==> config.mk <==
export PLATFORM = sky130hd
export DESIGN_NAME = status_frame_check_and_decode_flat
export DESIGN_NICKNAME = d
export VERILOG_FILES = /design/src/hw/rtl/sfcd_pkg.sv /design/src/hw/rtl/sfcd_in_if.sv /design/src/hw/rtl/sfcd_out_if.sv /design/src/hw/rtl/sfcd_decode.sv /design/src/hw/rtl/status_frame_check_and_decode.sv /design/src/flat_wrapper.sv
export SDC_FILE = /design/constraint.sdc
export NUM_CORES = 1
export LEC_CHECK = 0
export BUFFER_PORTS_ARGS = -buffer_cell sky130_fd_sc_hd__buf_2
export CORE_MARGIN = 2
export CORE_UTILIZATION = 58
export CTS_CLUSTER_SIZE = 24
export DETAILED_ROUTE_END_ITERATION = 16
export PLACE_DENSITY_LB_ADDON = 0.25
export SYNTH_ARGS = -nofsm -noshare
export SYNTH_HDL_FRONTEND = slang
export SYNTH_HIERARCHICAL = 1
export SYNTH_SLANG_ARGS = --single-unit
==> constraint.sdc <==
create_clock -name clk -period 4.5 [get_ports clk]
set_input_delay 0.675 -clock clk [delete_from_list [all_inputs] [get_ports clk]]
set_output_delay 0.675 -clock clk [all_outputs]
set_load 0.05 [all_outputs]
==> src/hw/rtl/sfcd_pkg.sv <==
// Shared types, codes and constants for the status frame check and decode block.
// No dependencies; used by the decoder and the top level.
`timescale 1ns / 1ps

package sfcd_pkg;

  localparam int unsigned PayloadLen = 10;
  localparam int unsigned CfgAddrW   = 3;
  localparam int unsigned CfgDataW   = 32;

  localparam logic [7:0] MinFrame    = 8'd12;
  localparam logic [7:0] LenOffset   = 8'd3;
  localparam logic [7:0] FirstData   = 8'd2;
  localparam logic [7:0] RoomPos     = 8'd18;
  localparam logic [7:0] OutdoorPos  = 8'd19;
  localparam logic [7:0] CountMax    = 8'hFF;

  // register select, taken from paddr[2]
  localparam logic RegCtrlHdr = 1'b0;
  localparam logic RegPollHdr = 1'b1;

  localparam logic [2:0] STAT_POLL_OK  = 3'd0;
  localparam logic [2:0] STAT_OTHER_OK = 3'd1;
  localparam logic [2:0] STAT_SHORT    = 3'd2;
  localparam logic [2:0] STAT_BAD_HDR  = 3'd3;
  localparam logic [2:0] STAT_LEN_ERR  = 3'd4;
  localparam logic [2:0] STAT_SUM_ERR  = 3'd5;

  localparam logic [2:0] MODE_OFF  = 3'd0;
  localparam logic [2:0] MODE_AUTO = 3'd1;
  localparam logic [2:0] MODE_COOL = 3'd2;
  localparam logic [2:0] MODE_HEAT = 3'd3;
  localparam logic [2:0] MODE_DRY  = 3'd4;
  localparam logic [2:0] MODE_FAN  = 3'd5;

  localparam logic [2:0] FAN_AUTO    = 3'd0;
  localparam logic [2:0] FAN_UNKNOWN = 3'd6;

  localparam logic [2:0] SWING_AUTO        = 3'd0;
  localparam logic [2:0] SWING_UNSUPPORTED = 3'd6;
  localparam logic [2:0] SWING_UNKNOWN     = 3'd7;

  localparam logic [1:0] PRESET_NORMAL   = 2'd0;
  localparam logic [1:0] PRESET_POWERFUL = 2'd1;
  localparam logic [1:0] PRESET_QUIET    = 2'd2;

  localparam logic [7:0] FanAutoByte = 8'hA0;
  localparam logic [7:0] EcoByte     = 8'h40;
  localparam logic [7:0] MildDryByte = 8'h7F;
  localparam logic [3:0] NanoexNib   = 4'h4;

  // Frame as it stands once the current byte is folded in
  typedef struct packed {
    logic [7:0]                      header;
    logic [7:0]                      length;
    logic [7:0]                      count;
    logic                            ovf;
    logic [7:0]                      sum;
    logic [PayloadLen-1:0][7:0]      payload;
    logic [7:0]                      room;
    logic [7:0]                      outdoor;
  } frame_t;

  typedef struct packed {
    logic [2:0]        frame_status;
    logic [2:0]        mode_code;
    logic [2:0]        fan_code;
    logic [2:0]        vertical_swing;
    logic [2:0]        horizontal_swing;
    logic [1:0]        preset_code;
    logic              nanoex_on;
    logic              eco_on;
    logic              mild_dry_on;
    logic signed [7:0] target_temp;
    logic signed [7:0] room_temp;
    logic signed [7:0] outdoor_temp;
  } result_t;

endpackage

==> src/hw/rtl/sfcd_in_if.sv <==
// Request channel for received frame bytes: valid/ready plus byte and end flag.
// Depends on nothing.
`timescale 1ns / 1ps

interface sfcd_in_if;
  logic       valid;
  logic       ready;
  logic [7:0] rx_byte;
  logic       frame_end;

  modport source (output valid, rx_byte, frame_end, input ready);
  modport sink   (input valid, rx_byte, frame_end, output ready);
endinterface

==> src/hw/rtl/sfcd_out_if.sv <==
// Result channel: frame status and decoded climate fields, valid/ready.
// Depends on nothing.
`timescale 1ns / 1ps

interface sfcd_out_if;
  logic              valid;
  logic              ready;
  logic [2:0]        frame_status;
  logic [2:0]        mode_code;
  logic [2:0]        fan_code;
  logic [2:0]        vertical_swing;
  logic [2:0]        horizontal_swing;
  logic [1:0]        preset_code;
  logic              nanoex_on;
  logic              eco_on;
  logic              mild_dry_on;
  logic signed [7:0] target_temp;
  logic signed [7:0] room_temp;
  logic signed [7:0] outdoor_temp;

  modport source (output valid, frame_status, mode_code, fan_code, vertical_swing,
                  horizontal_swing, preset_code, nanoex_on, eco_on, mild_dry_on,
                  target_temp, room_temp, outdoor_temp, input ready);
  modport sink   (input valid, frame_status, mode_code, fan_code, vertical_swing,
                  horizontal_swing, preset_code, nanoex_on, eco_on, mild_dry_on,
                  target_temp, room_temp, outdoor_temp, output ready);
endinterface

==> src/hw/rtl/sfcd_decode.sv <==
// Frame checks and poll-field decode, purely combinational.
// Depends on sfcd_pkg.
`timescale 1ns / 1ps

module sfcd_decode (
  input  sfcd_pkg::frame_t  frame,
  input  logic [7:0]        ctrl_hdr,
  input  logic [7:0]        poll_hdr,
  output sfcd_pkg::result_t res
);

  logic       too_short;
  logic       hdr_ok;
  logic       len_bad;
  logic [2:0] status;
  logic [7:0] d0, d3, d4, d5;

  assign d0 = frame.payload[0];
  assign d3 = frame.payload[3];
  assign d4 = frame.payload[4];
  assign d5 = frame.payload[5];

  assign too_short = !frame.ovf && (frame.count < sfcd_pkg::MinFrame);
  assign hdr_ok    = (frame.header == ctrl_hdr) || (frame.header == poll_hdr);
  // count is at least 12 here, so count - 3 never wraps
  assign len_bad   = frame.ovf || (frame.length != (frame.count - sfcd_pkg::LenOffset));

  always_comb begin
    if (too_short) begin
      status = sfcd_pkg::STAT_SHORT;
    end else if (!hdr_ok) begin
      status = sfcd_pkg::STAT_BAD_HDR;
    end else if (len_bad) begin
      status = sfcd_pkg::STAT_LEN_ERR;
    end else if (frame.sum != 8'd0) begin
      status = sfcd_pkg::STAT_SUM_ERR;
    end else if (frame.header == poll_hdr) begin
      status = sfcd_pkg::STAT_POLL_OK;
    end else begin
      status = sfcd_pkg::STAT_OTHER_OK;
    end
  end

  always_comb begin
    res = '0;
    res.frame_status = status;
    if (status == sfcd_pkg::STAT_POLL_OK) begin
      if (d0[3:0] == 4'h0) begin
        res.mode_code = sfcd_pkg::MODE_OFF;
      end else begin
        case (d0[7:4])
          4'h0:    res.mode_code = sfcd_pkg::MODE_AUTO;
          4'h3:    res.mode_code = sfcd_pkg::MODE_COOL;
          4'h4:    res.mode_code = sfcd_pkg::MODE_HEAT;
          4'h2:    res.mode_code = sfcd_pkg::MODE_DRY;
          4'h6:    res.mode_code = sfcd_pkg::MODE_FAN;
          default: res.mode_code = sfcd_pkg::MODE_OFF;
        endcase
      end

      // speeds 1..5 sit at 0x30..0x70
      if (d3 == sfcd_pkg::FanAutoByte) begin
        res.fan_code = sfcd_pkg::FAN_AUTO;
      end else if (d3[3:0] == 4'h0 && d3[7:4] inside {[4'h3:4'h7]}) begin
        res.fan_code = d3[6:4] - 3'd2;
      end else begin
        res.fan_code = sfcd_pkg::FAN_UNKNOWN;
      end

      if (d4[7:4] == 4'hF) begin
        res.vertical_swing = sfcd_pkg::SWING_AUTO;
      end else if (d4[7:4] inside {[4'h1:4'h5]}) begin
        res.vertical_swing = d4[6:4];
      end else if (d4[7:4] == 4'h0) begin
        res.vertical_swing = sfcd_pkg::SWING_UNSUPPORTED;
      end else begin
        res.vertical_swing = sfcd_pkg::SWING_UNKNOWN;
      end

      case (d4[3:0])
        4'hD:    res.horizontal_swing = sfcd_pkg::SWING_AUTO;
        4'h9:    res.horizontal_swing = 3'd1;
        4'hA:    res.horizontal_swing = 3'd2;
        4'h6:    res.horizontal_swing = 3'd3;
        4'hB:    res.horizontal_swing = 3'd4;
        4'hC:    res.horizontal_swing = 3'd5;
        4'h0:    res.horizontal_swing = sfcd_pkg::SWING_UNSUPPORTED;
        default: res.horizontal_swing = sfcd_pkg::SWING_UNKNOWN;
      endcase

      case (d5[3:0])
        4'h2:    res.preset_code = sfcd_pkg::PRESET_POWERFUL;
        4'h4:    res.preset_code = sfcd_pkg::PRESET_QUIET;
        default: res.preset_code = sfcd_pkg::PRESET_NORMAL;
      endcase

      res.nanoex_on    = (d5[7:4] == sfcd_pkg::NanoexNib);
      res.eco_on       = (frame.payload[8] == sfcd_pkg::EcoByte);
      res.mild_dry_on  = (frame.payload[2] == sfcd_pkg::MildDryByte);
      res.target_temp  = frame.payload[1];
      res.room_temp    = frame.room;
      res.outdoor_temp = frame.outdoor;
    end
  end

endmodule

==> src/hw/rtl/status_frame_check_and_decode.sv <==
// Top level: byte capture, frame state, APB header registers and result register.
// Depends on sfcd_pkg, sfcd_in_if, sfcd_out_if and sfcd_decode.
//
//   port     dir   role
//   in_ch    sink  one received byte per request, frame_end on the last
//   out_ch   src   one result per frame (status plus decoded poll fields)
//   psel..   APB   control hdr at 0x0, poll hdr at 0x4
//
// One byte per cycle while no result waits. The last byte of a frame is checked
// and decoded in the cycle it is accepted; out_ch shows its result the next cycle.
// The result register frees as it is taken, so bytes keep flowing while
// out_ch.ready is high; if a result waits, in_ch.ready drops.
// Sync active-low reset clears out_valid, headers and frame state except payload.
`timescale 1ns / 1ps

module status_frame_check_and_decode (
  input  logic                              clk,
  input  logic                              rst_n,
  sfcd_in_if.sink                           in_ch,
  sfcd_out_if.source                        out_ch,
  input  logic                              psel,
  input  logic                              penable,
  input  logic                              pwrite,
  input  logic [sfcd_pkg::CfgAddrW-1:0]     paddr,
  input  logic [sfcd_pkg::CfgDataW-1:0]     pwdata,
  output logic [sfcd_pkg::CfgDataW-1:0]     prdata,
  output logic                              pready
);

  logic [7:0] ctrl_hdr_r, poll_hdr_r;
  logic [7:0] count_r, sum_r, header_r, length_r, room_r, outdoor_r;
  logic       ovf_r;
  logic [sfcd_pkg::PayloadLen-1:0][7:0] payload_r;

  logic                 out_valid_r, out_valid_nxt;
  sfcd_pkg::result_t    out_res_r;
  sfcd_pkg::result_t    dec_res;
  sfcd_pkg::frame_t     frame_nxt;

  logic       in_acc, cap, cfg_wr;
  logic [7:0] b;

  assign pready = 1'b1;
  assign cfg_wr = psel && penable && pwrite;
  assign prdata = (paddr[2] == sfcd_pkg::RegPollHdr) ? {24'd0, poll_hdr_r} : {24'd0, ctrl_hdr_r};

  always_ff @(posedge clk) begin
    if (!rst_n) begin
      ctrl_hdr_r <= 8'd0;
      poll_hdr_r <= 8'd0;
    end else if (cfg_wr) begin
      if (paddr[2] == sfcd_pkg::RegPollHdr) begin
        poll_hdr_r <= pwdata[7:0];
      end else begin
        ctrl_hdr_r <= pwdata[7:0];
      end
    end
  end

  assign in_ch.ready = !out_valid_r || out_ch.ready;
  assign in_acc      = in_ch.valid && in_ch.ready;
  assign b           = in_ch.rx_byte;
  assign cap         = in_acc && !ovf_r;

  // frame state with the current byte folded in
  always_comb begin
    frame_nxt.header  = (cap && count_r == 8'd0) ? b : header_r;
    frame_nxt.length  = (cap && count_r == 8'd1) ? b : length_r;
    frame_nxt.room    = (cap && count_r == sfcd_pkg::RoomPos) ? b : room_r;
    frame_nxt.outdoor = (cap && count_r == sfcd_pkg::OutdoorPos) ? b : outdoor_r;
    for (int k = 0; k < sfcd_pkg::PayloadLen; k++) begin
      frame_nxt.payload[k] = (cap && count_r == sfcd_pkg::FirstData + 8'(k)) ? b
                                                                               : payload_r[k];
    end
    frame_nxt.sum   = in_acc ? sum_r + b : sum_r;
    frame_nxt.ovf   = ovf_r || (in_acc && count_r == sfcd_pkg::CountMax);
    frame_nxt.count = (in_acc && count_r != sfcd_pkg::CountMax) ? count_r + 8'd1 : count_r;
  end

  sfcd_decode u_decode (
    .frame    (frame_nxt),
    .ctrl_hdr (ctrl_hdr_r),
    .poll_hdr (poll_hdr_r),
    .res      (dec_res)
  );

  always_ff @(posedge clk) begin
    if (!rst_n) begin
      count_r   <= 8'd0;
      ovf_r     <= 1'b0;
      sum_r     <= 8'd0;
      header_r  <= 8'd0;
      length_r  <= 8'd0;
      room_r    <= 8'd0;
      outdoor_r <= 8'd0;
    end else if (in_acc) begin
      if (in_ch.frame_end) begin
        count_r   <= 8'd0;
        ovf_r     <= 1'b0;
        sum_r     <= 8'd0;
        header_r  <= 8'd0;
        length_r  <= 8'd0;
        room_r    <= 8'd0;
        outdoor_r <= 8'd0;
      end else begin
        count_r   <= frame_nxt.count;
        ovf_r     <= frame_nxt.ovf;
        sum_r     <= frame_nxt.sum;
        header_r  <= frame_nxt.header;
        length_r  <= frame_nxt.length;
        room_r    <= frame_nxt.room;
        outdoor_r <= frame_nxt.outdoor;
      end
    end
  end

  // payload needs no reset: a decoded frame always wrote every slot it reads
  always_ff @(posedge clk) begin
    payload_r <= frame_nxt.payload;
  end

  always_comb begin
    out_valid_nxt = out_valid_r && !out_ch.ready;
    if (in_acc && in_ch.frame_end) begin
      out_valid_nxt = 1'b1;
    end
  end

  always_ff @(posedge clk) begin
    if (!rst_n) begin
      out_valid_r <= 1'b0;
    end else begin
      out_valid_r <= out_valid_nxt;
    end
  end

  always_ff @(posedge clk) begin
    if (in_acc && in_ch.frame_end) begin
      out_res_r <= dec_res;
    end
  end

  assign out_ch.valid            = out_valid_r;
  assign out_ch.frame_status     = out_res_r.frame_status;
  assign out_ch.mode_code        = out_res_r.mode_code;
  assign out_ch.fan_code         = out_res_r.fan_code;
  assign out_ch.vertical_swing   = out_res_r.vertical_swing;
  assign out_ch.horizontal_swing = out_res_r.horizontal_swing;
  assign out_ch.preset_code      = out_res_r.preset_code;
  assign out_ch.nanoex_on        = out_res_r.nanoex_on;
  assign out_ch.eco_on           = out_res_r.eco_on;
  assign out_ch.mild_dry_on      = out_res_r.mild_dry_on;
  assign out_ch.target_temp      = out_res_r.target_temp;
  assign out_ch.room_temp        = out_res_r.room_temp;
  assign out_ch.outdoor_temp     = out_res_r.outdoor_temp;

  a_ovf_holds_max : assert property (@(posedge clk) disable iff (!rst_n)
    ovf_r |-> count_r == sfcd_pkg::CountMax)
    else $error("overflow mark set without saturated count");

  a_frame_clears : assert property (@(posedge clk) disable iff (!rst_n)
    in_acc && in_ch.frame_end |=> count_r == 8'd0 && !ovf_r && sum_r == 8'd0)
    else $error("frame state not cleared after last byte");

  a_result_follows : assert property (@(posedge clk) disable iff (!rst_n)
    in_acc && in_ch.frame_end |=> out_valid_r)
    else $error("no result after last byte");

  a_no_overwrite : assert property (@(posedge clk) disable iff (!rst_n)
    out_valid_r && !out_ch.ready |-> !in_ch.ready)
    else $error("pending result could be overwritten");

  a_fields_zero : assert property (@(posedge clk) disable iff (!rst_n)
    out_valid_r && out_res_r.frame_status != sfcd_pkg::STAT_POLL_OK
      |-> out_res_r[40:0] == 41'd0)
    else $error("non-poll result carries decoded fields");

endmodule
==> src/flat_wrapper.sv <==
// flat-port wrapper written by rule: the top's interface ports become plain ports
module status_frame_check_and_decode_flat 
  (clk, rst_n, psel, penable, pwrite, paddr, pwdata, prdata, pready, in_ch_valid, in_ch_rx_byte, in_ch_frame_end, in_ch_ready, out_ch_valid, out_ch_frame_status, out_ch_mode_code, out_ch_fan_code, out_ch_vertical_swing, out_ch_horizontal_swing, out_ch_preset_code, out_ch_nanoex_on, out_ch_eco_on, out_ch_mild_dry_on, out_ch_target_temp, out_ch_room_temp, out_ch_outdoor_temp, out_ch_ready);
  sfcd_in_if in_ch_i ();
  sfcd_out_if out_ch_i ();
  input  logic clk;
  input  logic rst_n;
  input  logic psel;
  input  logic penable;
  input  logic pwrite;
  input  logic [sfcd_pkg::CfgAddrW-1:0] paddr;
  input  logic [sfcd_pkg::CfgDataW-1:0] pwdata;
  output logic [sfcd_pkg::CfgDataW-1:0] prdata;
  output logic pready;
  input wire logic [$bits(in_ch_i.valid)-1:0] in_ch_valid;
  input wire logic [$bits(in_ch_i.rx_byte)-1:0] in_ch_rx_byte;
  input wire logic [$bits(in_ch_i.frame_end)-1:0] in_ch_frame_end;
  output wire logic [$bits(in_ch_i.ready)-1:0] in_ch_ready;
  output wire logic [$bits(out_ch_i.valid)-1:0] out_ch_valid;
  output wire logic [$bits(out_ch_i.frame_status)-1:0] out_ch_frame_status;
  output wire logic [$bits(out_ch_i.mode_code)-1:0] out_ch_mode_code;
  output wire logic [$bits(out_ch_i.fan_code)-1:0] out_ch_fan_code;
  output wire logic [$bits(out_ch_i.vertical_swing)-1:0] out_ch_vertical_swing;
  output wire logic [$bits(out_ch_i.horizontal_swing)-1:0] out_ch_horizontal_swing;
  output wire logic [$bits(out_ch_i.preset_code)-1:0] out_ch_preset_code;
  output wire logic [$bits(out_ch_i.nanoex_on)-1:0] out_ch_nanoex_on;
  output wire logic [$bits(out_ch_i.eco_on)-1:0] out_ch_eco_on;
  output wire logic [$bits(out_ch_i.mild_dry_on)-1:0] out_ch_mild_dry_on;
  output wire logic [$bits(out_ch_i.target_temp)-1:0] out_ch_target_temp;
  output wire logic [$bits(out_ch_i.room_temp)-1:0] out_ch_room_temp;
  output wire logic [$bits(out_ch_i.outdoor_temp)-1:0] out_ch_outdoor_temp;
  input wire logic [$bits(out_ch_i.ready)-1:0] out_ch_ready;
  assign in_ch_i.valid = in_ch_valid;
  assign in_ch_i.rx_byte = in_ch_rx_byte;
  assign in_ch_i.frame_end = in_ch_frame_end;
  assign in_ch_ready = in_ch_i.ready;
  assign out_ch_valid = out_ch_i.valid;
  assign out_ch_frame_status = out_ch_i.frame_status;
  assign out_ch_mode_code = out_ch_i.mode_code;
  assign out_ch_fan_code = out_ch_i.fan_code;
  assign out_ch_vertical_swing = out_ch_i.vertical_swing;
  assign out_ch_horizontal_swing = out_ch_i.horizontal_swing;
  assign out_ch_preset_code = out_ch_i.preset_code;
  assign out_ch_nanoex_on = out_ch_i.nanoex_on;
  assign out_ch_eco_on = out_ch_i.eco_on;
  assign out_ch_mild_dry_on = out_ch_i.mild_dry_on;
  assign out_ch_target_temp = out_ch_i.target_temp;
  assign out_ch_room_temp = out_ch_i.room_temp;
  assign out_ch_outdoor_temp = out_ch_i.outdoor_temp;
  assign out_ch_i.ready = out_ch_ready;
  status_frame_check_and_decode u_core (.clk(clk), .rst_n(rst_n), .in_ch(in_ch_i), .out_ch(out_ch_i), .psel(psel), .penable(penable), .pwrite(pwrite), .paddr(paddr), .pwdata(pwdata), .prdata(prdata), .pready(pready));
endmodule
After elaboration in Yosys (flattened, before gate mapping)
Cells that the tools add are included.

Register bits: 166. Bits of input ports: 51. Output and inout bits: 79. Logic and storage cells: 152.

Add/subtract/negate cells: 4. Magnitude comparators: 5. Eq/ne operators: 32. Multiplexer cells: 33. Bitwise logic cells: 3. Reductions and logical operators: 45.

Operator list (count): $mux 8 (20); $eq 8x3->1 const B (4); $eq 4x4->1 const B (6); $logic_and 1x1->1 (23); $pmux 3 s7 (1); $eq 4x3->1 const B (5); $logic_not 4->1 (5); $mux 3 (6); $eq 8x2->1 const B (2); $eq 8x5->1 const B (2); $eq 8x7->1 const B (2); $eq 8x8->1 (2); $eq 8x8->1 const B (2); $pmux 3 s5 (1); $eq 4x2->1 const B (3); $add 8x1->8 const B (1); $add 8x8->8 (1); $eq 8x1->1 const B (1); $eq 8x4->1 const B (1); $le 4x3->1 const B (2); $logic_not 8->1 (1); $lt 8x4->1 const B (1); $ne 8x8->1 (1); $ne 8x8->1 const B (1); 14 further kinds (28).

Longest topological paths before layout
Gate-level depths: netlist (run 1).

Depth after elaboration: 15. Gate-level depth with buffers: 14. Gate-level depth less buffers: 11.

Modules after synthesis
The synthesis (run 1) kept the hierarchy.

Modules (own cells, without submodules): status_frame_check_and_decode (instances 1, cells an instance 694, area each 7888.8 sq um); sfcd_decode (instances 1, cells an instance 183, area each 1126.1 sq um).

Least setup slack after synthesis (run 1)
OpenSTA, ideal clock, no wires.

Kind: input port to flip-flop. Start: input out_ch_ready. End: register u_core.out_res_r, in the netlist u_core/out_ch.vertical_swing[0] (data pin). Setup time: 169 ps. Arrival time: 3590 ps. Required time: 4331 ps. Setup slack: 741 ps. Stages: 13. Cells stage by stage: and2b_1 inv_1 o311a_1 buf_2 xnor2_1 ha_1 or4_1 a31oi_1 o31ai_1 a211o_1 buf_6 buf_6 nor4_4.

RTL lines: start, declared (RTL line flat_wrapper.sv:32) `input wire logic [$bits(out_ch_i.ready)-1:0] out_ch_ready;`; end signal, assigned (RTL line status_frame_check_and_decode.sv:139) `out_res_r <= dec_res;`; end, declared (RTL line status_frame_check_and_decode.sv:36) `sfcd_pkg::result_t out_res_r;`.

==> summary.txt, run 1 <==
Timing
  – Hold Fails Final Rpt: 0
  – Setup violations, final: 0
  – Setup TNS: 0 ns
  – Least-Margin Pin Slew: 0.943 ns
  – Final period utilization: 89.5%
  – Clk_skew: 0.00961 ns
  – WHS: 0.473 ns
  – Pins over their slew limit: 0
  – RSZ-0062 raised after global routing: false
  – Fmax: 0.248 GHz
  – Final worst path period need: 4.03 ns
  – Slew margin rel.: 37.0%

Floorplan
  – Rows: 43
  – Core Box Area: 13,900 um2
  – Chip height: 123 um
  – Initial core utilization: 59.3%
  – Chip Width: 123 um
  – Die area: 15,200 um2
  – IO Pins: 130

Detailed routing
  – Remaining DRCs: 0
  – Vias: 6,275
  – Drt pass-1 iters: 5
  – Detail Route Antenna Nets: 0
  – Via density: 5.81
  – Drt total wl: 19,100 um
  – DRT iter0 DRCs: 545
  – DR WL/cell: 17.6 um

Critical path
  – Crit path kind: reg2reg
  – Worst EP required: 4.74 ns
  – CP Launch Point: u_core/count_r[1]$_SDFFE_PN0N_
  – Worst r2r src: u_core/count_r[1]$_SDFFE_PN0N_
  – CP peak stage delay: 0.53 ns
  – Cell-by-cell trace of the critical path: ha_1, nand3_1, o311a_1, nand2_1, o21ai_0, ha_1, or4_1, a31oi_1, o31ai_1, a211o_1, buf_4, nor4_1
  – Crit path buffers/inverters: 1
  – Most used cell, CP: ha_1
  – Slowest CP cell: or4_1
  – CP arrival: 4.27 ns
  – Crit path max-delay family: compound AO/OA/AOI/OAI gates
  – CP Max Fanout: 43
  – Crit end category: register
  – Critical path launch point type: register

Pwr
  – Lkg Pwr: 3.57 nW
  – Final Power: 0.00345 W
  – Pwr per Cell Area: 376 nW/um2
  – VDD IR max: 304 uV

Global route
  – Vias in the first global route: 5,993
  – Largest net degree at the start of global routing: 46
  – Gr usage total: 25.6%
  – Total congestion overflow: 0
  – First-pass GRT wire length: 29,800 um
  – Initial antenna violation count: 0

Clock tree
  – # Post-CTS Setup Buffers: 0
  – Number of clock sinks: 166
  – Root Driver: clkbuf_16
  – # H-tree levels: 4
  – CTS tree: built
  – Worst-Skew Late Latency: 0.43 ns
  – Num CTS Buffers: 17
  – Clock buffer depth: 2
  – Hold bufs inserted after CTS: 0
  – Cts repair resizes: 0
  – Reg clk slew, reported paths: 0.06 ns

Synthesis
  – Synth Cell Area: 8230 um2
  – Cells after synthesis: 826
  – Synth warn: 6
  – Syn Area/Cell: 9.96 um2

Final layout
  – Post-route cell area: 9190 um2
  – Nets@finish: 951
  – Ant diodes: 0
  – Layout cells sized above 1: 27.4%
  – Layout area overhead: 11.6%
  – Final Core Density: 66.2%

Placement
  – Hpwl dp: 12,400 um
  – Placed Area: 8610 um2
  – IO Port Bufs: 78
  – GP Congestion: 0.972

Job
  – Max-Cap Viols: 0

Outcome
  – Status: finished, final reports clean

Min path
  – Hold_sp: u_core/room_r[6]$_SDFFE_PN0N_
  – Hold Path Class: reg2reg
==> cells in the final DEF, fill, tap and decap left out, types with 6 or more instances in the layout <==
cell and n:
o22ai_1 17, xor2_1 19, a21oi_1 46, edfxtp_1 44
and3_1 7, nor3_1 46, dfxtp_1 122, mux2_2 98
nand4_1 8, nand3b_1 17, clkbuf_16 17, a21o_1 6
nand2b_1 7, o21ai_0 36, nor2_1 17, nand2_1 94
xnor2_1 19, ha_1 12, nand3_1 7, inv_1 37
buf_4 16, a211oi_1 6, buf_2 78, nor4_1 10
conb_1 25
==> worst paths after layout <==
check	to	slack (ns)	cells after the start
max reg2reg	u_core/out_ch.vertical_swing[2]$_DFFE_PP_	0.47	12
min reg2reg	u_core/room_r[6]$_SDFFE_PN0N_	0.47	2
min	u_core/room_r[6]$_SDFFE_PN0N_	0.47	2
max	u_core/out_ch.vertical_swing[2]$_DFFE_PP_	0.47	12
==> worst min-delay path, stage by stage (launching register included) <==
cell and delay, ns:
dfxtp_1 0.31, o21ai_0 0.06, a21oi_1 0.06
==> power by group <==
group	total (W)	switching (W)	leakage (nW)	internal, W
logic	0.000430	0.000303	1.90	0.000127
clock network	0.00143	0.000608	0.284	0.000819
registers	0.00159	0.0000185	1.39	0.00158
total	0.00345	0.000929	3.57	0.00252
==> flip-flops by register name, indices dropped and copies added, names as in the netlist, 2 cells and up <==
signal                          cells
u_core/out_ch.frame_status          3
u_core/ctrl_hdr_r                   8
u_core/out_ch.fan_code              3
u_core/out_ch.target_temp           8
u_core/out_ch.horizontal_swing      3
u_core/out_ch.room_temp             8
u_core/length_r                     8
u_core/out_ch.outdoor_temp          8
u_core/out_ch.preset_code           2
u_core/payload_r                   56
u_core/count_r                      8
u_core/outdoor_r                    8
u_core/poll_hdr_r                   8
u_core/out_ch.mode_code             3
u_core/out_ch.vertical_swing        3
u_core/header_r                     8
u_core/sum_r                        8
u_core/room_r                       8
==> layout make-up <==
type | instances | area, um2
Timing Repair Buffer | 94 | 510
Tap cell | 180 | 225
Fill cell | 1095 | 4700
Multi-Input combinational cell | 569 | 3960
Sequential cell | 166 | 3760
Clock inverter | 15 | 151
Inverter | 39 | 146
Clock buffer | 17 | 425
==> layer usage <==
layer  part of all wire, %  GRT usage [%]  routed length [um]  up-vias
met5                     0              0                   0        -
met4                   2.0           9.38                 388        0
met3                   5.2           4.84                 995       31
met2                    48           43.3                9240      187
met1                    44           32.5                8440     3037
li1                      -              -                   -     3020
==> stage by stage <==
step	setup slack, ns	instances
after floorplan	0.741	849
after global placement	0.594	1048
after detailed placement	0.485	1048
after CTS	0.568	1080
after global routing	0.228	1080
final	0.471	1080
(Power assumes the default switching activity.)
==> inputs of run 2 (changes only) <==
--- a/config.mk
+++ b/config.mk
@@ -5,7 +5,8 @@
 export SDC_FILE = /design/constraint.sdc
 export NUM_CORES = 1
 export LEC_CHECK = 0
-export BUFFER_PORTS_ARGS = -buffer_cell sky130_fd_sc_hd__buf_2
+export BUFFER_PORTS_ARGS = -buffer_cell sky130_fd_sc_hd__buf_4
+export CORE_ASPECT_RATIO = 1.2
 export CORE_MARGIN = 2
 export CORE_UTILIZATION = 58
 export CTS_CLUSTER_SIZE = 24
==> run 2 against run 1 <==
Net effect: clock power decreased by 3%; first-iteration DRC count decreased by 12%; global-route usage decreased by 0.19 points; via count about the same; count of clock-buffer cells in the layout increased by 4; final cell count decreased by 1.0%; critical path depth unchanged; largest power group unchanged; register-to-register slack improved by 0.05 ns; worst setup slack improved by 0.052 ns; core utilization increased by 1.4 points; cell area increased by 1.6%; wire length increased by 0.49%.
==> summary.txt, run 2 (same netlist as run 1, synthesis figures left out) <==
Floorplan
  – Die area: 15,200 um2 (about the same)
  – Initial core utilization: 59.6% (+0.26 points)
  – Chip Width: 113 um (-8.4%)
  – IO Pins: 130 (unchanged)
  – Chip height: 134 um (+9.2%)
  – Core Box Area: 13,800 um2 (-0.44%)
  – Rows: 47 (+9.3%)

Detailed routing
  – DR WL/cell: 17.9 um (+1.5%)
  – Detail Route Antenna Nets: 0 (unchanged)
  – Via density: 5.87 (+0.95%)
  – Remaining DRCs: 0 (unchanged)
  – DRT iter0 DRCs: 481 (-12%)
  – Vias: 6,270 (-0.080%)
  – Drt pass-1 iters: 5 (unchanged)
  – Drt total wl: 19,200 um (+0.49%)

Final layout
  – Layout cells sized above 1: 27.1% (-0.38 points)
  – Layout area overhead: 13.4%
  – Ant diodes: 0 (unchanged)
  – Nets@finish: 950 (-0.11%)
  – Commonest non-fill, non-tap cells in the layout: dfxtp_1 (122), mux2_2 (98), nand2_1 (94)
  – Largest reg by FF count: u_core/payload_r
  – Filler cell count: 1,059 (-3.3%)
  – Post-route insts no fill: 1,069 (-1.0%)
  – Post-route cell area: 9330 um2 (+1.6%)
  – Max reg flops: 56 (unchanged)
  – Commonest non-fill, non-tap cell in the layout: dfxtp_1

Pwr
  – Clock power frac: 40.3% (-1.0 points)
  – Switch Pwr: 0.000890 W (-4.3%)
  – Final Power: 0.00342 W (-0.98%)
  – Sequential Power Share: 46.7% (+0.5 points)
  – Pwr per Cell Area: 366 nW/um2 (-2.6%)
  – VDD IR max: 271 uV (-11%)
  – Lkg Pwr: 3.62 nW (+1.4%)
  – Internal Dissipation: 0.00253 W (+0.23%)
  – Switching power share of the total: 26.0% (-0.89 points)
  – Logic pwr share: 13.0% (+0.5 points)

Clock tree
  – CTS tree: built
  – Cts repair resizes: 0 (unchanged)
  – # H-tree levels: 4 (unchanged)
  – Reg clk slew, reported paths: 0.06 ns (about the same)
  – Num CTS Buffers: 17 (unchanged)
  – Root Driver: clkbuf_16
  – Clock buffer depth: 2 (unchanged)
  – # Post-CTS Setup Buffers: 0 (unchanged)
  – Hold bufs inserted after CTS: 0 (unchanged)
  – Worst-Skew Late Latency: 0.41 ns (-0.02 ns)
  – Number of clock sinks: 166 (unchanged)

Placement
  – IO Port Bufs: 78 (unchanged)
  – Placed Area: 8780 um2 (+2.0%)
  – Pre-CTS setup slack: 0.423 ns (-0.0621 ns)
  – Hpwl dp: 12,900 um (+3.9%)
  – GP Congestion: 0.935 (-3.8%)
  – Placed Cells incl. Taps: 1,038 (-0.95%)

Timing
  – Least-Margin Pin Slew: 0.922 ns (-0.0205 ns)
  – RSZ-0062 raised after global routing: false
  – Slew margin rel.: 38.4% (+1.4 points)
  – Final worst path period need: 3.98 ns (-0.0524 ns)
  – Final period utilization: 88.4% (-1.2 points)
  – Hold Fails Final Rpt: 0 (unchanged)
  – Fmax: 0.251 GHz (+1.3%)
  – Pins over their slew limit: 0 (unchanged)
  – Setup TNS: 0 ns (unchanged)
  – Clk_skew: 0.00850 ns (-0.00111 ns)
  – PnR worst setup slack: 0.524 ns (+0.0524 ns)
  – Setup violations, final: 0 (unchanged)

Critical path
  – Crit path kind: reg2reg
  – CP arrival: 4.21 ns (-0.06 ns)
  – CP Max Fanout: 24 (-44%)
  – Crit end category: register
  – Critical path launch point type: register
  – CP Launch Point: u_core/count_r[1]$_SDFFE_PN0N_
  – Worst r2r src: u_core/count_r[1]$_SDFFE_PN0N_
  – Worst EP required: 4.74 ns (about the same)

Global route
  – Gr usage total: 25.4% (-0.19 points)
  – Total congestion overflow: 0 (unchanged)
  – First-pass GRT wire length: 30,800 um (+3.2%)
  – Vias in the first global route: 6,273 (+4.7%)
  – Initial antenna violation count: 0 (unchanged)
  – Largest net degree at the start of global routing: 46 (unchanged)

Outcome
  – Status: finished, final reports clean

Job
  – Max-Cap Viols: 0 (unchanged)

Min path
  – Hold_sp: u_core/length_r[7]$_SDFFE_PN0N_
  – Hold Path Class: reg2reg
-- run 2: layout make-up --
class,count,area [um2],area share (%)
sequential,166,3760,40.3
clock buffer,21,440,4.72
tap,171,214,2.29
clock inverter,10,109,1.17
inverter,39,146,1.57
timing repair buffer,93,698,7.48
multi-input combinational,569,3960,42.5
-- run 2: power by group through the flow --
stage          logic [W]  clock network (W)  registers (W)
2_1_floorplan   0.000278                  0        0.00168
4_1_cts         0.000440            0.00140        0.00160
3_3_place_gp    0.000425                  0        0.00163
6_report        0.000445            0.00138        0.00160
3_5_place_dp    0.000438                  0        0.00163
5_1_grt         0.000475            0.00145        0.00160
-- run 2: path summary, 6_finish.rpt --
kind,end,slack (ns),cells after the start
min reg2reg,u_core/length_r[7]$_SDFFE_PN0N_,0.47,2
max,u_core/out_ch.room_temp[1]$_DFFE_PP_,0.52,12
max reg2reg,u_core/out_ch.room_temp[1]$_DFFE_PP_,0.52,12
min,u_core/length_r[7]$_SDFFE_PN0N_,0.47,2
-- run 2: layer usage --
metal	part of all wire [%]	up-vias	global-route usage (%)
met1	41	2991	30.5
met2	50	243	45.5
met5	0	-	0
met3	5.6	35	4.22
li1	-	3001	-
met4	2.7	0	9.62
-- run 2: metrics by stage --
stage / utilization (%) / hold slack [ns]
after floorplan: - / 0.433
after global placement: 63.6 / 0.448
after detailed placement: 63.6 / 0.456
after CTS: 67.5 / 0.464
after global routing: 67.5 / 0.486
final: 67.5 / 0.470
-- run 2: critical path: stages (launching register included) --
cell     delay, ns
dfxtp_1       0.44
ha_1          0.38
nand3_1       0.14
o311a_1       0.48
xnor2_1       0.27
ha_1          0.31
or4_1         0.52
a31oi_1       0.17
o31ai_1       0.09
a211o_1       0.27
buf_4         0.23
buf_4         0.25
nor3_1        0.24
==> inputs of run 3 (changes only) <==
--- a/config.mk
+++ b/config.mk
@@ -11,7 +11,7 @@
 export CORE_UTILIZATION = 58
 export CTS_CLUSTER_SIZE = 24
 export DETAILED_ROUTE_END_ITERATION = 16
-export PLACE_DENSITY_LB_ADDON = 0.25
+export PLACE_DENSITY = 0.82
 export SYNTH_ARGS = -nofsm -noshare
 export SYNTH_HDL_FRONTEND = slang
 export SYNTH_HIERARCHICAL = 1
==> run 3 against run 2 <==
Net effect: cell area decreased by 0.35%; clock power about the same; via count decreased by 2.0%; sequential cell count unchanged; first-iteration DRC count decreased by 7.3%; clock skew increased by 0.00061 ns; sequential share of layout area increased by 0.14 points; largest power group unchanged; critical path type unchanged; final cell count decreased by 0.47%; critical path depth unchanged.
==> summary.txt, run 3 (same netlist as run 1, synthesis figures left out) <==
Outcome
  – Status: finished, final reports clean

Global route
  – First-pass GRT wire length: 28,500 um (-7.4%)
  – Vias in the first global route: 5,769 (-8.0%)
  – Gr usage total: 23.4% (-2.0 points)
  – Initial antenna violation count: 0 (unchanged)
  – Total congestion overflow: 0 (unchanged)
  – Largest net degree at the start of global routing: 46 (unchanged)

Floorplan
  – Initial core utilization: 59.6% (unchanged)
  – Chip Width: 113 um (unchanged)
  – Core Box Area: 13,800 um2 (unchanged)
  – Die area: 15,200 um2 (unchanged)
  – IO Pins: 130 (unchanged)
  – Chip height: 134 um (unchanged)
  – Rows: 47 (unchanged)

Critical path
  – CP peak stage delay: 0.51 ns (about the same)
  – Crit path buffers/inverters: 1 (-1)
  – Crit end category: register
  – Critical path launch point type: register
  – Crit path kind: reg2reg
  – CP arrival: 4.22 ns (about the same)
  – Crit path max-delay family: compound AO/OA/AOI/OAI gates
  – Worst EP required: 4.74 ns (about the same)
  – Worst r2r src: u_core/count_r[1]$_SDFFE_PN0N_
  – Worst reg2reg path depth: 12 (unchanged)
  – Slowest CP cell: or4_1
  – R2R Setup Slk: 0.52 ns (about the same)
  – Most used cell, CP: ha_1
  – CP Max Fanout: 43 (+79%)
  – Cell-by-cell trace of the critical path: ha_1, nand3_1, o311a_1, nand2_1, o21ai_0, ha_1, or4_1, a31oi_1, o31ai_1, a211o_1, buf_4, nor4_2
  – Worst reg2reg path endpoint: u_core/out_ch.mild_dry_on$_DFFE_PP_

Timing
  – Final period utilization: 88.5% (+0.18 points)
  – Least-Margin Pin Slew: 0.840 ns (-0.0818 ns)
  – Slew margin rel.: 43.9% (+5.5 points)
  – Pins over their slew limit: 0 (unchanged)
  – Setup violations, final: 0 (unchanged)
  – RSZ-0062 raised after global routing: false
  – Fmax: 0.251 GHz (-0.20%)
  – Setup TNS: 0 ns (unchanged)
  – Clk_skew: 0.00911 ns (+0.000612 ns)
  – Hold Fails Final Rpt: 0 (unchanged)
  – WHS: 0.461 ns (-0.00906 ns)
  – Final worst path period need: 3.98 ns (+0.00802 ns)

Clock tree
  – Num CTS Buffers: 17 (unchanged)
  – Reg clk slew, reported paths: 0.07 ns (about the same)
  – Hold bufs inserted after CTS: 0 (unchanged)
  – # H-tree levels: 4 (unchanged)
  – CTS tree: built
  – Cts repair resizes: 0 (unchanged)
  – Clock buffer depth: 2 (unchanged)
  – Worst-Skew Late Latency: 0.42 ns (about the same)
  – Root Driver: clkbuf_16
  – Number of clock sinks: 166 (unchanged)
  – # Post-CTS Setup Buffers: 0 (unchanged)

Job
  – Max-Cap Viols: 0 (unchanged)

Final layout
  – Multi-input logic area: 3960 um2 (unchanged)
  – Max reg flops: 56 (unchanged)
  – Nets@finish: 944 (-0.63%)
  – Storage cell area: 3760 um2 (unchanged)
  – Ant diodes: 0 (unchanged)
  – Layout area overhead: 13.0%
  – Largest reg by FF count: u_core/payload_r
  – Commonest non-fill, non-tap cell in the layout: dfxtp_1
  – Layout cells sized above 1: 27.1% (+0.040 points)
  – Commonest non-fill, non-tap cells in the layout: dfxtp_1 (122), mux2_2 (98), nand2_1 (94)
  – Filler cell count: 1,070 (+1.0%)

Pwr
  – VDD IR max: 275 uV (+1.3%)
  – Lkg Pwr: 3.59 nW (-0.88%)
  – Pwr per Cell Area: 365 nW/um2 (-0.42%)

Detailed routing
  – DR WL/cell: 16.6 um (-7.1%)
  – Drt pass-1 iters: 5 (unchanged)
  – Via density: 5.78 (-1.5%)
  – Remaining DRCs: 0 (unchanged)
  – Drt total wl: 17,700 um (-7.5%)
  – DRT iter0 DRCs: 446 (-7.3%)
  – Detail Route Antenna Nets: 0 (unchanged)
  – Vias: 6,145 (-2.0%)

Min path
  – Hold_sp: u_core/length_r[7]$_SDFFE_PN0N_
  – Hold Path Class: reg2reg
  – WHS Endpoint: u_core/length_r[7]$_SDFFE_PN0N_
  – Hold Path Stages: 2 (unchanged)

Placement
  – IO Port Bufs: 78 (unchanged)
  – GP Congestion: 0.863 (-7.8%)
  – Hpwl dp: 11,400 um (-11%)
[run 3: worst max-delay path by stage]
stage	endpoint	depth (start not counted)	start	slack, ns
after floorplan	u_core/out_ch.vertical_swing[0]$_DFFE_PP_	13	out_ch_ready	0.74
after global placement	u_core/out_ch.preset_code[1]$_DFFE_PP_	12	out_ch_ready	0.44
after detailed placement	u_core/out_ch.mild_dry_on$_DFFE_PP_	12	out_ch_ready	0.44
after CTS	u_core/out_ch.vertical_swing[1]$_DFFE_PP_	12	u_core/count_r[1]$_SDFFE_PN0N_	0.57
after global routing	u_core/out_ch.preset_code[1]$_DFFE_PP_	12	u_core/count_r[1]$_SDFFE_PN0N_	0.29
final	u_core/out_ch.mild_dry_on$_DFFE_PP_	12	u_core/count_r[1]$_SDFFE_PN0N_	0.52
[run 3: routing by layer]
layer	track usage [%]	routed length, um	vias up
li1	-	-	3002
met1	29.1	7520	2921
met2	39.9	8960	195
met3	5.07	878	27
met4	8.88	348	0
met5	0	0	-
[run 3: power by group]
group | switching, W | internal (W)
logic | 0.000294 | 0.000139
registers | 0.0000179 | 0.00158
clock network | 0.000638 | 0.000728
total | 0.000950 | 0.00244
[run 3: per-stage QoR]
step	worst slack [ns]	total power, W	instances	util [%]	area [um2]
floorplan	0.741	0.00196	849	-	8320
global placement	0.445	0.00205	1032	63.2	8740
detailed placement	0.440	0.00206	1032	63.2	8740
CTS	0.573	0.00341	1064	67.3	9300
global route	0.292	0.00351	1064	67.3	9300
finish	0.516	0.00339	1064	67.3	9300
[run 3: cell type report]
type | count | share of cell area (%)
multi-input combinational | 569 | 42.6
sequential | 166 | 40.5
timing repair buffer | 87 | 7.02
clock buffer | 17 | 4.57
tap | 171 | 2.30
inverter | 39 | 1.57
clock inverter | 15 | 1.47
[run 3: worst register-to-register path, delay by kind of cell, from the launching register on]
family / cells / cell delay, ns
AND/OR/NAND/NOR: 4 / 1.16
AO/OA/AOI/OAI: 5 / 1.26
buffers and inverters: 1 / 0.29
adder cells (fa/ha/maj): 2 / 0.68
flip-flops: 1 / 0.43
